`src/rtl/tse_pkg.sv`:
```
package tse_pkg;

  // Width of the frame byte counter; frames longer than 2**PosBits - 1 bytes are cut off.
  localparam int unsigned PosBits = 16;
  localparam logic [PosBits-1:0] PosMax = '1;

  // Wide enough for a position plus one plus a 16-bit length without overflow.
  localparam int unsigned SumBits = 18;

  localparam logic [PosBits-1:0] IpHeaderPos   = PosBits'(14);
  localparam logic [3:0]         HdrLenMin     = 4'd5;
  localparam logic [15:0]        TcpPreBytes   = 16'd12;
  localparam logic [15:0]        TcpOffBytes   = 16'd13;
  localparam logic [7:0]         RecTypeHshake = 8'h16;
  localparam logic [15:0]        RecSkipBytes  = 16'd4;
  localparam logic [7:0]         HsTypeCliHelo = 8'h01;
  localparam logic [15:0]        HsSkipBytes   = 16'd37;
  localparam logic [15:0]        ExtServerName = 16'h0000;

  typedef enum logic [4:0] {
    PH_IDLE       = 5'd0,
    PH_ETH        = 5'd1,
    PH_IP_SKIP    = 5'd2,
    PH_TCP_PRE    = 5'd3,
    PH_TCP_OFF    = 5'd4,
    PH_TCP_SKIP   = 5'd5,
    PH_REC_TYPE   = 5'd6,
    PH_REC_SKIP   = 5'd7,
    PH_HS_TYPE    = 5'd8,
    PH_HS_SKIP    = 5'd9,
    PH_SID_LEN    = 5'd10,
    PH_SID_SKIP   = 5'd11,
    PH_CS_HI      = 5'd12,
    PH_CS_LO      = 5'd13,
    PH_CS_SKIP    = 5'd14,
    PH_CM_LEN     = 5'd15,
    PH_CM_SKIP    = 5'd16,
    PH_EXTS_HI    = 5'd17,
    PH_EXTS_LO    = 5'd18,
    PH_EXT_T_HI   = 5'd19,
    PH_EXT_T_LO   = 5'd20,
    PH_EXT_L_HI   = 5'd21,
    PH_EXT_L_LO   = 5'd22,
    PH_SNI_L_HI   = 5'd23,
    PH_SNI_L_LO   = 5'd24,
    PH_EXT_SKIP   = 5'd25,
    PH_SN_LIST_HI = 5'd26,
    PH_SN_LIST_LO = 5'd27,
    PH_SN_TYPE    = 5'd28,
    PH_SN_LEN_HI  = 5'd29,
    PH_SN_LEN_LO  = 5'd30,
    PH_SN_NAME    = 5'd31
  } phase_e;

  typedef struct packed {
    logic        truncated;
    logic        name_last;
    logic [15:0] name_index;
    logic [7:0]  name_byte;
  } name_res_t;

endpackage

```
`src/rtl/tse_parser.sv`:
```
module tse_parser import tse_pkg::*; (
  input  logic      clk_i,
  input  logic      rst_ni,
  input  logic      in_valid_i,
  output logic      in_ready_o,
  input  logic [7:0] in_byte_i,
  input  logic      in_last_i,
  input  logic      buf_space_i,
  output logic      res_push_o,
  output name_res_t res_o
);

  logic               in_vld_q, in_vld_d;
  logic [7:0]         in_byte_q;
  logic               in_last_q;
  logic               proc;

  phase_e             ph_q, ph_d, ph_cur;
  logic [PosBits-1:0] pos_q, pos_d;
  logic [15:0]        skip_q, skip_d;
  logic [PosBits-1:0] ext_end_q, ext_end_d;
  logic [15:0]        ext_rem_q, ext_rem_d;
  logic [15:0]        name_rem_q, name_rem_d;
  logic [7:0]         len_hi_q, len_hi_d;
  logic [15:0]        name_pos_q, name_pos_d;

  logic [15:0]        word;
  logic [15:0]        skip_dec, ext_dec, name_dec;
  logic [SumBits-1:0] ext_sum;
  logic               emit;

  // The input register is freed whenever the output buffer has room for a result.
  assign proc       = in_vld_q && buf_space_i;
  assign in_ready_o = !in_vld_q || proc;
  assign in_vld_d   = (in_valid_i && in_ready_o) ? 1'b1 : (proc ? 1'b0 : in_vld_q);

  assign word     = {len_hi_q, in_byte_q};
  assign skip_dec = skip_q - 16'd1;
  assign ext_dec  = ext_rem_q - 16'd1;
  assign name_dec = name_rem_q - 16'd1;
  assign ext_sum  = SumBits'(pos_q) + SumBits'(1) + SumBits'(word);
  assign ph_cur   = (pos_q == PosMax) ? PH_IDLE : ph_q;

  always_comb begin
    ph_d       = ph_cur;
    pos_d      = (pos_q == PosMax) ? pos_q : pos_q + PosBits'(1);
    skip_d     = skip_q;
    ext_end_d  = ext_end_q;
    ext_rem_d  = ext_rem_q;
    name_rem_d = name_rem_q;
    len_hi_d   = len_hi_q;
    name_pos_d = name_pos_q;

    case (ph_cur)
      PH_ETH: begin
        if (pos_q == IpHeaderPos) begin
          if (in_byte_q[3:0] < HdrLenMin) begin
            ph_d = PH_IDLE;
          end else begin
            skip_d = 16'({in_byte_q[3:0], 2'b00}) - 16'd1;
            ph_d   = PH_IP_SKIP;
          end
        end
      end
      PH_IP_SKIP: begin
        skip_d = skip_dec;
        if (skip_dec == 16'd0) begin
          skip_d = TcpPreBytes;
          ph_d   = PH_TCP_PRE;
        end
      end
      PH_TCP_PRE: begin
        skip_d = skip_dec;
        if (skip_dec == 16'd0) ph_d = PH_TCP_OFF;
      end
      PH_TCP_OFF: begin
        if (in_byte_q[7:4] < HdrLenMin) begin
          ph_d = PH_IDLE;
        end else begin
          skip_d = 16'({in_byte_q[7:4], 2'b00}) - TcpOffBytes;
          ph_d   = PH_TCP_SKIP;
        end
      end
      PH_TCP_SKIP: begin
        skip_d = skip_dec;
        if (skip_dec == 16'd0) ph_d = PH_REC_TYPE;
      end
      PH_REC_TYPE: begin
        if (in_byte_q == RecTypeHshake) begin
          skip_d = RecSkipBytes;
          ph_d   = PH_REC_SKIP;
        end else begin
          ph_d = PH_IDLE;
        end
      end
      PH_REC_SKIP: begin
        skip_d = skip_dec;
        if (skip_dec == 16'd0) ph_d = PH_HS_TYPE;
      end
      PH_HS_TYPE: begin
        if (in_byte_q == HsTypeCliHelo) begin
          skip_d = HsSkipBytes;
          ph_d   = PH_HS_SKIP;
        end else begin
          ph_d = PH_IDLE;
        end
      end
      PH_HS_SKIP: begin
        skip_d = skip_dec;
        if (skip_dec == 16'd0) ph_d = PH_SID_LEN;
      end
      PH_SID_LEN: begin
        if (in_byte_q == 8'd0) begin
          ph_d = PH_CS_HI;
        end else begin
          skip_d = 16'(in_byte_q);
          ph_d   = PH_SID_SKIP;
        end
      end
      PH_SID_SKIP: begin
        skip_d = skip_dec;
        if (skip_dec == 16'd0) ph_d = PH_CS_HI;
      end
      PH_CS_HI: begin
        len_hi_d = in_byte_q;
        ph_d     = PH_CS_LO;
      end
      PH_CS_LO: begin
        if (word == 16'd0) begin
          ph_d = PH_CM_LEN;
        end else begin
          skip_d = word;
          ph_d   = PH_CS_SKIP;
        end
      end
      PH_CS_SKIP: begin
        skip_d = skip_dec;
        if (skip_dec == 16'd0) ph_d = PH_CM_LEN;
      end
      PH_CM_LEN: begin
        if (in_byte_q == 8'd0) begin
          ph_d = PH_EXTS_HI;
        end else begin
          skip_d = 16'(in_byte_q);
          ph_d   = PH_CM_SKIP;
        end
      end
      PH_CM_SKIP: begin
        skip_d = skip_dec;
        if (skip_dec == 16'd0) ph_d = PH_EXTS_HI;
      end
      PH_EXTS_HI: begin
        len_hi_d = in_byte_q;
        ph_d     = PH_EXTS_LO;
      end
      PH_EXTS_LO: begin
        // The end position saturates so that a huge length cannot wrap around.
        if (ext_sum > SumBits'(PosMax)) begin
          ext_end_d = PosMax;
        end else begin
          ext_end_d = ext_sum[PosBits-1:0];
        end
        ph_d = PH_EXT_T_HI;
      end
      PH_EXT_T_HI: begin
        if (pos_q >= ext_end_q) begin
          ph_d = PH_IDLE;
        end else begin
          len_hi_d = in_byte_q;
          ph_d     = PH_EXT_T_LO;
        end
      end
      PH_EXT_T_LO: begin
        ph_d = (word == ExtServerName) ? PH_SNI_L_HI : PH_EXT_L_HI;
      end
      PH_EXT_L_HI: begin
        len_hi_d = in_byte_q;
        ph_d     = PH_EXT_L_LO;
      end
      PH_EXT_L_LO: begin
        ext_rem_d = word;
        ph_d      = (word == 16'd0) ? PH_EXT_T_HI : PH_EXT_SKIP;
      end
      PH_SNI_L_HI: begin
        len_hi_d = in_byte_q;
        ph_d     = PH_SNI_L_LO;
      end
      PH_SNI_L_LO: begin
        ext_rem_d = word;
        ph_d      = (word == 16'd0) ? PH_EXT_T_HI : PH_SN_LIST_HI;
      end
      PH_EXT_SKIP: begin
        ext_rem_d = ext_dec;
        if (ext_dec == 16'd0) ph_d = PH_EXT_T_HI;
      end
      PH_SN_LIST_HI: begin
        ext_rem_d = ext_dec;
        ph_d      = (ext_dec == 16'd0) ? PH_EXT_T_HI : PH_SN_LIST_LO;
      end
      PH_SN_LIST_LO: begin
        ext_rem_d = ext_dec;
        ph_d      = (ext_dec == 16'd0) ? PH_EXT_T_HI : PH_SN_TYPE;
      end
      PH_SN_TYPE: begin
        ext_rem_d = ext_dec;
        ph_d      = (ext_dec == 16'd0) ? PH_EXT_T_HI : PH_SN_LEN_HI;
      end
      PH_SN_LEN_HI: begin
        len_hi_d  = in_byte_q;
        ext_rem_d = ext_dec;
        ph_d      = (ext_dec == 16'd0) ? PH_EXT_T_HI : PH_SN_LEN_LO;
      end
      PH_SN_LEN_LO: begin
        name_rem_d = word;
        name_pos_d = 16'd0;
        ext_rem_d  = ext_dec;
        if (ext_dec == 16'd0) begin
          ph_d = PH_EXT_T_HI;
        end else begin
          ph_d = (word == 16'd0) ? PH_EXT_SKIP : PH_SN_NAME;
        end
      end
      PH_SN_NAME: begin
        name_rem_d = name_dec;
        ext_rem_d  = ext_dec;
        name_pos_d = name_pos_q + 16'd1;
        if (ext_dec == 16'd0) begin
          ph_d = PH_EXT_T_HI;
        end else if (name_dec == 16'd0) begin
          ph_d = PH_EXT_SKIP;
        end
      end
      default: begin
      end
    endcase

    if (in_last_q) begin
      ph_d  = PH_ETH;
      pos_d = '0;
    end
  end

  always_comb begin
    logic finished;
    finished          = (name_dec == 16'd0) || (ext_dec == 16'd0);
    emit              = (ph_cur == PH_SN_NAME);
    res_o.name_byte   = in_byte_q;
    res_o.name_index  = name_pos_q;
    res_o.name_last   = finished || in_last_q;
    res_o.truncated   = in_last_q && !finished;
    res_push_o        = proc && emit;
  end

  always_ff @(posedge clk_i or negedge rst_ni) begin
    if (!rst_ni) begin
      in_vld_q   <= 1'b0;
      ph_q       <= PH_ETH;
      pos_q      <= '0;
      skip_q     <= '0;
      ext_end_q  <= '0;
      ext_rem_q  <= '0;
      name_rem_q <= '0;
      len_hi_q   <= '0;
      name_pos_q <= '0;
    end else begin
      in_vld_q <= in_vld_d;
      if (proc) begin
        ph_q       <= ph_d;
        pos_q      <= pos_d;
        skip_q     <= skip_d;
        ext_end_q  <= ext_end_d;
        ext_rem_q  <= ext_rem_d;
        name_rem_q <= name_rem_d;
        len_hi_q   <= len_hi_d;
        name_pos_q <= name_pos_d;
      end
    end
  end

  always_ff @(posedge clk_i) begin
    if (in_valid_i && in_ready_o) begin
      in_byte_q <= in_byte_i;
      in_last_q <= in_last_i;
    end
  end

endmodule

```
`src/rtl/tse_out_buf.sv`:
```
module tse_out_buf import tse_pkg::*; (
  input  logic      clk_i,
  input  logic      rst_ni,
  input  logic      push_i,
  input  name_res_t res_i,
  output logic      space_o,
  output logic      valid_o,
  input  logic      ready_i,
  output name_res_t res_o
);

  name_res_t   slot_q [2];
  logic        wr_ptr_q, rd_ptr_q;
  logic [1:0]  cnt_q, cnt_d;
  logic        pop;

  // Two slots let the parser keep running while the sink stalls, until both are full.
  assign space_o = (cnt_q != 2'd2);
  assign valid_o = (cnt_q != 2'd0);
  assign res_o   = slot_q[rd_ptr_q];
  assign pop     = valid_o && ready_i;

  always_comb begin
    cnt_d = cnt_q;
    case ({push_i, pop})
      2'b10:   cnt_d = cnt_q + 2'd1;
      2'b01:   cnt_d = cnt_q - 2'd1;
      default: cnt_d = cnt_q;
    endcase
  end

  always_ff @(posedge clk_i or negedge rst_ni) begin
    if (!rst_ni) begin
      wr_ptr_q <= 1'b0;
      rd_ptr_q <= 1'b0;
      cnt_q    <= 2'd0;
    end else begin
      cnt_q <= cnt_d;
      if (push_i) wr_ptr_q <= !wr_ptr_q;
      if (pop) rd_ptr_q <= !rd_ptr_q;
    end
  end

  always_ff @(posedge clk_i) begin
    if (push_i) slot_q[wr_ptr_q] <= res_i;
  end

endmodule

```
`src/rtl/tls_sni_extractor_top.sv`:
```
// Channel  | Direction | tdata                                  | tlast      | tuser
// s_axis   | in        | [7:0] frame_byte                       | frame_last | -
// m_axis   | out       | [7:0] name_byte, [23:8] name_index     | name_last  | truncated
//
// One frame byte is accepted per cycle while the output buffer has room. Each byte is
// parsed from the input register, and a name byte is offered on m_axis from the buffer.
// The parser state is updated combinationally between the input register and a
// two-entry output buffer. Reset clears the parser to the start of a frame.
// When the sink stalls, the output buffer fills, then the input register holds and
// s_axis_tready_o drops; s_axis_tready_o depends on registers only.
module tls_sni_extractor_top import tse_pkg::*; (
  input  logic        clk_i,
  input  logic        rst_ni,
  input  logic        s_axis_tvalid_i,
  output logic        s_axis_tready_o,
  input  logic [7:0]  s_axis_tdata_i,   // [7:0] frame_byte
  input  logic        s_axis_tlast_i,   // frame_last
  output logic        m_axis_tvalid_o,
  input  logic        m_axis_tready_i,
  output logic [23:0] m_axis_tdata_o,   // [7:0] name_byte, [23:8] name_index
  output logic        m_axis_tlast_o,   // name_last
  output logic        m_axis_tuser_o    // truncated
);

  logic      buf_space;
  logic      res_push;
  name_res_t res_new, res_out;

  tse_parser u_parser (
    .clk_i       (clk_i),
    .rst_ni      (rst_ni),
    .in_valid_i  (s_axis_tvalid_i),
    .in_ready_o  (s_axis_tready_o),
    .in_byte_i   (s_axis_tdata_i),
    .in_last_i   (s_axis_tlast_i),
    .buf_space_i (buf_space),
    .res_push_o  (res_push),
    .res_o       (res_new)
  );

  tse_out_buf u_out_buf (
    .clk_i   (clk_i),
    .rst_ni  (rst_ni),
    .push_i  (res_push),
    .res_i   (res_new),
    .space_o (buf_space),
    .valid_o (m_axis_tvalid_o),
    .ready_i (m_axis_tready_i),
    .res_o   (res_out)
  );

  assign m_axis_tdata_o = {res_out.name_index, res_out.name_byte};
  assign m_axis_tlast_o = res_out.name_last;
  assign m_axis_tuser_o = res_out.truncated;

endmodule
```
`config.mk`:
```
export PLATFORM = sky130hd
export DESIGN_NAME = tls_sni_extractor_top
export DESIGN_NICKNAME = d
export VERILOG_FILES = /design/src/rtl/tse_pkg.sv /design/src/rtl/tse_parser.sv /design/src/rtl/tse_out_buf.sv /design/src/rtl/tls_sni_extractor_top.sv
export SDC_FILE = /design/constraint.sdc
export NUM_CORES = 1
export LEC_CHECK = 0
export ABC_AREA = 1
export BUFFER_PORTS_ARGS = -buffer_cell sky130_fd_sc_hd__buf_4
export CAP_MARGIN = 10
export CORE_MARGIN = 5
export CORE_UTILIZATION = 40
export DETAILED_ROUTE_END_ITERATION = 6
export GPL_TIMING_DRIVEN = 0
export PLACE_DENSITY_LB_ADDON = 0.25
export SYNTH_ARGS = -nofsm -noshare
export SYNTH_HDL_FRONTEND = slang
export SYNTH_SLANG_ARGS = --single-unit
```
`constraint.sdc`:
```
create_clock -name clk_i -period 7.1 [get_ports clk_i]
set_input_delay 0.71 -clock clk_i [delete_from_list [all_inputs] [get_ports clk_i]]
set_output_delay 0.71 -clock clk_i [all_outputs]
set_load 0.005 [all_outputs]
```
* Yosys cells after proc, flatten, opt, wreduce, memory -nomap -nowiden
Memory sizes are Yosys's and may differ from the RTL's.
Index checks and enable logic that the tools add are counted.
** Word-level totals
- Flip-flop bits (word level) :: 123
- RAM bits :: 52
- Input bits :: 13
- Output and inout port bits :: 28
- Word-level logic and storage cells :: 166
- Memories :: 1
** Operators by class
- $add $sub $neg :: 11
- Order comparisons :: 4
- Equality and inequality tests :: 47
- Muxes and demuxes :: 54
- Reductions and logical operators :: 35
** Memory list
- u_out_buf.slot_q :: depth 2, bits a word 26, read ports 1, clocked after Yosys merged registers in 0, write ports 1, RTL line tse_out_buf.sv:12 : name_res_t slot_q [2];
** Operator list (count)
- 16-bit 2-to-1 mux :: 11
- 5-bit one-hot mux with 31 select lines :: 1
- 16-bit one-hot mux with 8 select lines :: 1
- 16-bit one-hot mux with 2 select lines :: 3
- 5-bit == test, second input constant :: 16
- 5-bit 2-to-1 mux :: 16
- 16-bit zero test :: 4
- 16-bit by 1-bit subtractor with 16-bit output, second input constant :: 3
- 5-bit by 4-bit == test with 1-bit output, second input constant :: 8
- 16-bit by 1-bit adder with 16-bit output, second input constant :: 2
- 4-bit 2-to-1 mux :: 7
- 5-bit by 3-bit == test with 1-bit output, second input constant :: 4
- 18-bit by 16-bit adder with 18-bit output :: 1
- 18-bit by 16-bit greater-than comparator with 1-bit output, second input constant :: 1
- 16-bit by 1-bit adder with 17-bit output, second input constant :: 1
- 16-bit == test, second input constant :: 1
- 16-bit by 4-bit == test with 1-bit output, second input constant :: 1
- 16-bit >= comparator :: 1
- 8-bit one-hot mux with 2 select lines :: 1
- 7-bit OR reduction :: 2
- 3-bit 2-to-1 mux :: 4
- 2-bit != test, second input constant :: 6
- 2-bit nonzero test :: 6
- 5-bit by 2-bit == test with 1-bit output, second input constant :: 2
- other kinds (25) :: 48

* Logic depth before layout (Yosys ltp)
- Word-level depth :: 6
- Mapped depth :: 22
- Gate-level depth less buffers :: 21

* Hierarchy
From an unflattened synthesis, not the netlist that was laid out.
** Unflattened totals
- Cell total of the unflattened synthesis :: 1612
- Area, all modules :: 11863.9 um^2
** By module, submodules not included
- tse_parser :: instances 1, cells each 1448, area each 9715.6 um^2, sequential area each 3024.2 um^2
- tse_out_buf :: instances 1, cells each 164, area each 2148.3 um^2, sequential area each 1661.6 um^2

* Least setup slack after synthesis
Ideal clock, no wire load.
- Path type :: register to register
- Start point :: register u_parser.pos_q[0]
- End point :: memory u_out_buf.slot_q[1][0] (netlist name) (enable)
- Library setup time :: 0.409 ns
- Arrival :: 3.128 ns
- Data required time :: 6.691 ns
- Path slack :: 3.563 ns
- Cell stages (with the launch flop) :: 14
- Path buffers :: 1
- Period minus slack after synthesis :: 3.537 ns
- Cells stage by stage :: dfrtp_1 > ha_1 > nand2_1 > nor2_1 > nand2_2 > inv_1 > nand2_4 > nand2_2 > nor2_2 > nand3_2 > nor2_2 > inv_1 > buf_2 > nor2_1
** Between the ends
- Cells in the longest elaborated chain, start to end :: 6
** Ends and longest elaborated chain
- start, declared :: RTL line tse_parser.sv:19 : logic [PosBits-1:0] pos_q, pos_d;
- start signal, assigned :: RTL line tse_parser.sv:269 : pos_q <= pos_d;
- 16-bit == test :: RTL line tse_parser.sv:42 : assign ph_cur = (pos_q == PosMax) ? PH_IDLE : ph_q;
- 5-bit 2-to-1 mux :: RTL line tse_parser.sv:42
- 5-bit == test :: RTL line tse_parser.sv:246 : emit = (ph_cur == PH_SN_NAME);
- 1-bit logical AND :: RTL line tse_parser.sv:251 : res_push_o = proc && emit;
- 1-bit 2-to-1 mux :: RTL line tse_out_buf.sv:45 : if (push_i) slot_q[wr_ptr_q] <= res_i;
- 1-bit 2-to-1 mux (not written as such) :: RTL line tse_out_buf.sv:45
- end, declared :: RTL line tse_out_buf.sv:12
No other way between the ends.

* Final worst setup path
- Start point :: register u_parser.pos_q[0]
- End point :: memory u_out_buf.slot_q[0][6] (netlist name) (enable)
Same word-level chain as after synthesis.

==> impl_metrics.py <==
metrics = {
    "logic_synthesis": {
        "synth_edf_count": 61,
        "avgSynthCellArea_um2": 7.37,
        "synthDominantCellAreaShare_pct": 24.4,
        "synthDistinctLibCells": 51,
        "yosysWarnings": 0,
        "synthSimpleGateAreaFrac_pct": 30.4,
        "yosysSeqAreaShare_pct": 40.5,
        "synth_xor_area_share_pct": 4.01,
        "synth_compound_area_share_pct": 11.3,
        "synth_area_um2": 11600,
        "synth_nets": 1632,
        "synth_top_family_by_area": "simple AND/OR/NAND/NOR gates",
        "async_flop_share_pct": 65.1,
        "synth_fa_ha_area_share_pct": 5.47,
        "synth-seq-cells": 175,
        "synth_ff_type": "dfrtp_1",
        "syn_inst": 1569,
        "synthMuxAreaShare_pct": 0,
        "netlist.top_cell.by_area": "dfrtp_1",
        "synth_area_leaders": "dfrtp_1 (24%), edfxtp_1 (16%), nand2_1 (14%)",
        "yosys-top-cells-count": "nand2_1 (436), nor2_1 (202), inv_1 (188)",
        "yosysMostFrequentCell": "nand2_1",
    },
    "detailed_routing": {
        "post_drt_wl_per_cell_um": 15.8,
        "avgViaCountPerCell": 5.13,
        "ant_nets": 0,
        "dr.pass1.iters": 7,
        "routed_wl_um": 32000,
        "drcViolationCount": 0,
        "vias": 10400,
        "drtIter0Drc": 877,
    },
    "worst_setup_path": {
        "path_max_fanout": 14,
        "arrival_ns": 4.07,
        "cp.required_ns": 7.23,
        "reg2reg_slack_ns": 3.16,
        "cp_slowest_cell": "nor2_2",
        "crit_top_cell": "nor2_2",
        "endpoint_kind": "register",
        "crit_path_start": "u_parser.pos_q[0]$_DFFE_PN0P_",
        "critPathMaxStageDelay_ns": 0.60,
        "worst-setup-path-type": "register to register",
        "reg2reg_from": "u_parser.pos_q[0]$_DFFE_PN0P_",
        "crit_path_start_kind": "register",
        "cp_cell_sequence": "ha_1 > nand2_1 > nor2_1 > nand2_2 > inv_1 > nand2_4 > nand2_2 > nor2_2 > nand3_2 > nor2_2 > inv_1 > buf_2 > nor2_2 > buf_8",
    },
    "cts": {
        "cts_sinks": 175,
        "post_cts_buffers": 0,
        "htree_levels": 4,
        "root_buffer": "clkbuf_16",
        "cts_buffers": 17,
        "clkLatencyLatePin_ns": 0.44,
        "cts_tree": "built",
        "hold_buffers": 0,
        "clk_pin_slew_ns": 0.09,
        "clock_path_buffers": 2,
        "cts_resized": 0,
    },
    "place": {
        "gp_congestion": 0.946,
        "hpwlAfterDp_um": 24400,
        "placedCellCount": 1996,
        "pre_cts_slack_ns": 3.14,
        "io_buffers": 40,
    },
    "timing": {
        "hold_viol": 0,
        "drv_slew": 0,
        "final.period_utilization_pct": 55.5,
        "finalClockSkew_ns": 0.0253,
        "setup_viol_count_final": 0,
        "worst_pin_slew_ns": 1.04,
        "max_freq_ghz": 0.254,
        "hold_slack_ns": 0.164,
        "setup_ws_ns": 3.16,
        "fin_tns_setup_ns": 0,
        "rsz0062_at_grt": "no",
        "slew_headroom_pct": 30.6,
        "period_minus_slack_ns": 3.94,
    },
    "die": {
        "fp.dieW_um": 180,
        "dieArea_um2": 32400,
        "die_h_um": 180,
        "core_area_um2": 28600,
        "start_util_pct": 40.4,
        "ios": 41,
        "rows": 62,
    },
    "run_status": {
        "status": "completed",
    },
    "hold_path": {
        "hold_path_class": "input pin to async pin",
    },
    "grt": {
        "antenna_found_initial": 0,
        "grt_max_degree": 76,
        "grt_util_met1_pct": 26.1,
        "use_met3_pct": 3.05,
        "grt_overflow": 0,
        "grt_util_met2_pct": 32.6,
        "grt_pass1_vias": 9988,
        "grt.total_usage_pct": 19.7,
        "grt_pass1_wl_um": 51900,
        "grt_busiest_layer": "met2",
    },
    "layout": {
        "nets": 1694,
        "drive_gt1_share_pct": 8.15,
        "stdcell_count": 2028,
        "nFillCells": 2827,
        "antennaDiodeCount": 0,
        "syn_to_final_growth_pct": 12.9,
    },
    "power_and_ir_drop": {
        "vdd_drop_max_uv": 175,
        "p_leak_uw": 0.00628,
        "p_per_area_nw_per_um2": 276,
        "power_uw": 3610,
    },
    "job": {
        "max_cap_viol_count": 0,
    },
}
[through the flow]
step | utilization (%) | instance area, um2
CTS | 45.6 | 13100
global route | 45.6 | 13100
floorplan | - | 11600
finish | 45.6 | 13100
global placement | 43.1 | 12300
detailed placement | 43.4 | 12400
[area by class of cell]
| cell class | instances | area [um2] | share of cell area (%) |
|---|---|---|---|
| flip-flops and latches | 175 | 4690 | 35.9 |
| well taps | 384 | 480 | 3.68 |
| multi-input cells | 1164 | 5920 | 45.3 |
| inverters | 195 | 737 | 5.64 |
| repair buffers | 43 | 374 | 2.86 |
| clock buffers | 17 | 425 | 3.26 |
| plain buffers | 35 | 226 | 1.73 |
| clock inverters | 15 | 211 | 1.62 |
[per-layer routing]
layer / vias up / share of wire, %
li1: 5254 / -
met1: 4838 / 45
met2: 250 / 46
met3: 56 / 4.8
met4: 0 / 3.6
met5: - / 0
[logic make-up (layout without fill, tap and decap cells)]
logic type	count (synthesis)	count (layout)
xor+xnor	53	53
flops	175	175
compound gates	235	235
simple gates	826	826
buf+inv	230	305
fa+ha+maj	50	50
[registers in the layout, indices dropped and copies added, names as in the netlist]
register and cells:
u_parser.skip_q 16, u_parser.pos_q 16, u_out_buf.rd_ptr_q 1, u_parser.ext_end_q 16
u_parser.in_byte_q 8, u_out_buf.wr_ptr_q 1, u_parser.in_vld_q 1, u_parser.ext_rem_q 16
u_parser.name_rem_q 16, u_out_buf.cnt_q 2, u_parser.in_last_q 1, u_parser.len_hi_q 8
u_out_buf.slot_q 52, u_parser.ph_q 5, u_parser.name_pos_q 16
[worst max-delay path, delay by kind of cell, from the launching register on]
family                     cells  cell delay (ns)
and+or+nand+nor                9             2.27
buffers and inverters          4             0.68
DFF                            1             0.43
adders and majority gates      1             0.25
[power breakdown]
group | switching [uW] | leakage (uW) | internal, uW | total [uW]
Clock | 513 | 0.000306 | 495 | 1010
Sequential | 163 | 0.00203 | 1150 | 1310
Combinational | 812 | 0.00394 | 476 | 1290
[placed cells by master, fill, tap and decap left out, drive strengths merged]
master   netlist  routed
a21boi         2       2
a21o           1       1
a21oi         56      56
a22o           1       1
a31oi          5       5
a41oi          1       1
and2           3       3
buf           24      67
clkbuf        11      28
clkinv         2       7
dfrtp        113     113
dfstp          1       1
edfxtp        61      61
fa             1       1
ha            49      49
inv          193     203
nand2        443     443
nand3        101     101
nand3b         8       8
nand4         30      30
nor2         212     212
nor2b          1       1
nor3          23      23
nor3b          2       2
nor4           2       2
o2111ai        1       1
o211ai        16      16
o21ai        131     131
o21bai         1       1
o22ai         17      17
o31ai          3       3
or2            1       1
xnor2         14      14
xor2          39      39
[final timing paths]
kind | cells after the start | end
max | 14 | u_out_buf.slot_q[0][6]$_DFFE_PP_
min reg2reg | 2 | u_parser.ext_end_q[0]$_DFFE_PN0P_
min in group clk_i | 1 | u_parser.in_byte_q[4]$_DFFE_PP_
min | 1 | u_parser.ext_end_q[5]$_DFFE_PN0P_
max reg2reg | 14 | u_out_buf.slot_q[0][6]$_DFFE_PP_
max in group asynchronous | 2 | u_parser.ph_q[0]$_DFFE_PN1P_
Power figures use the tool's default switching activity.
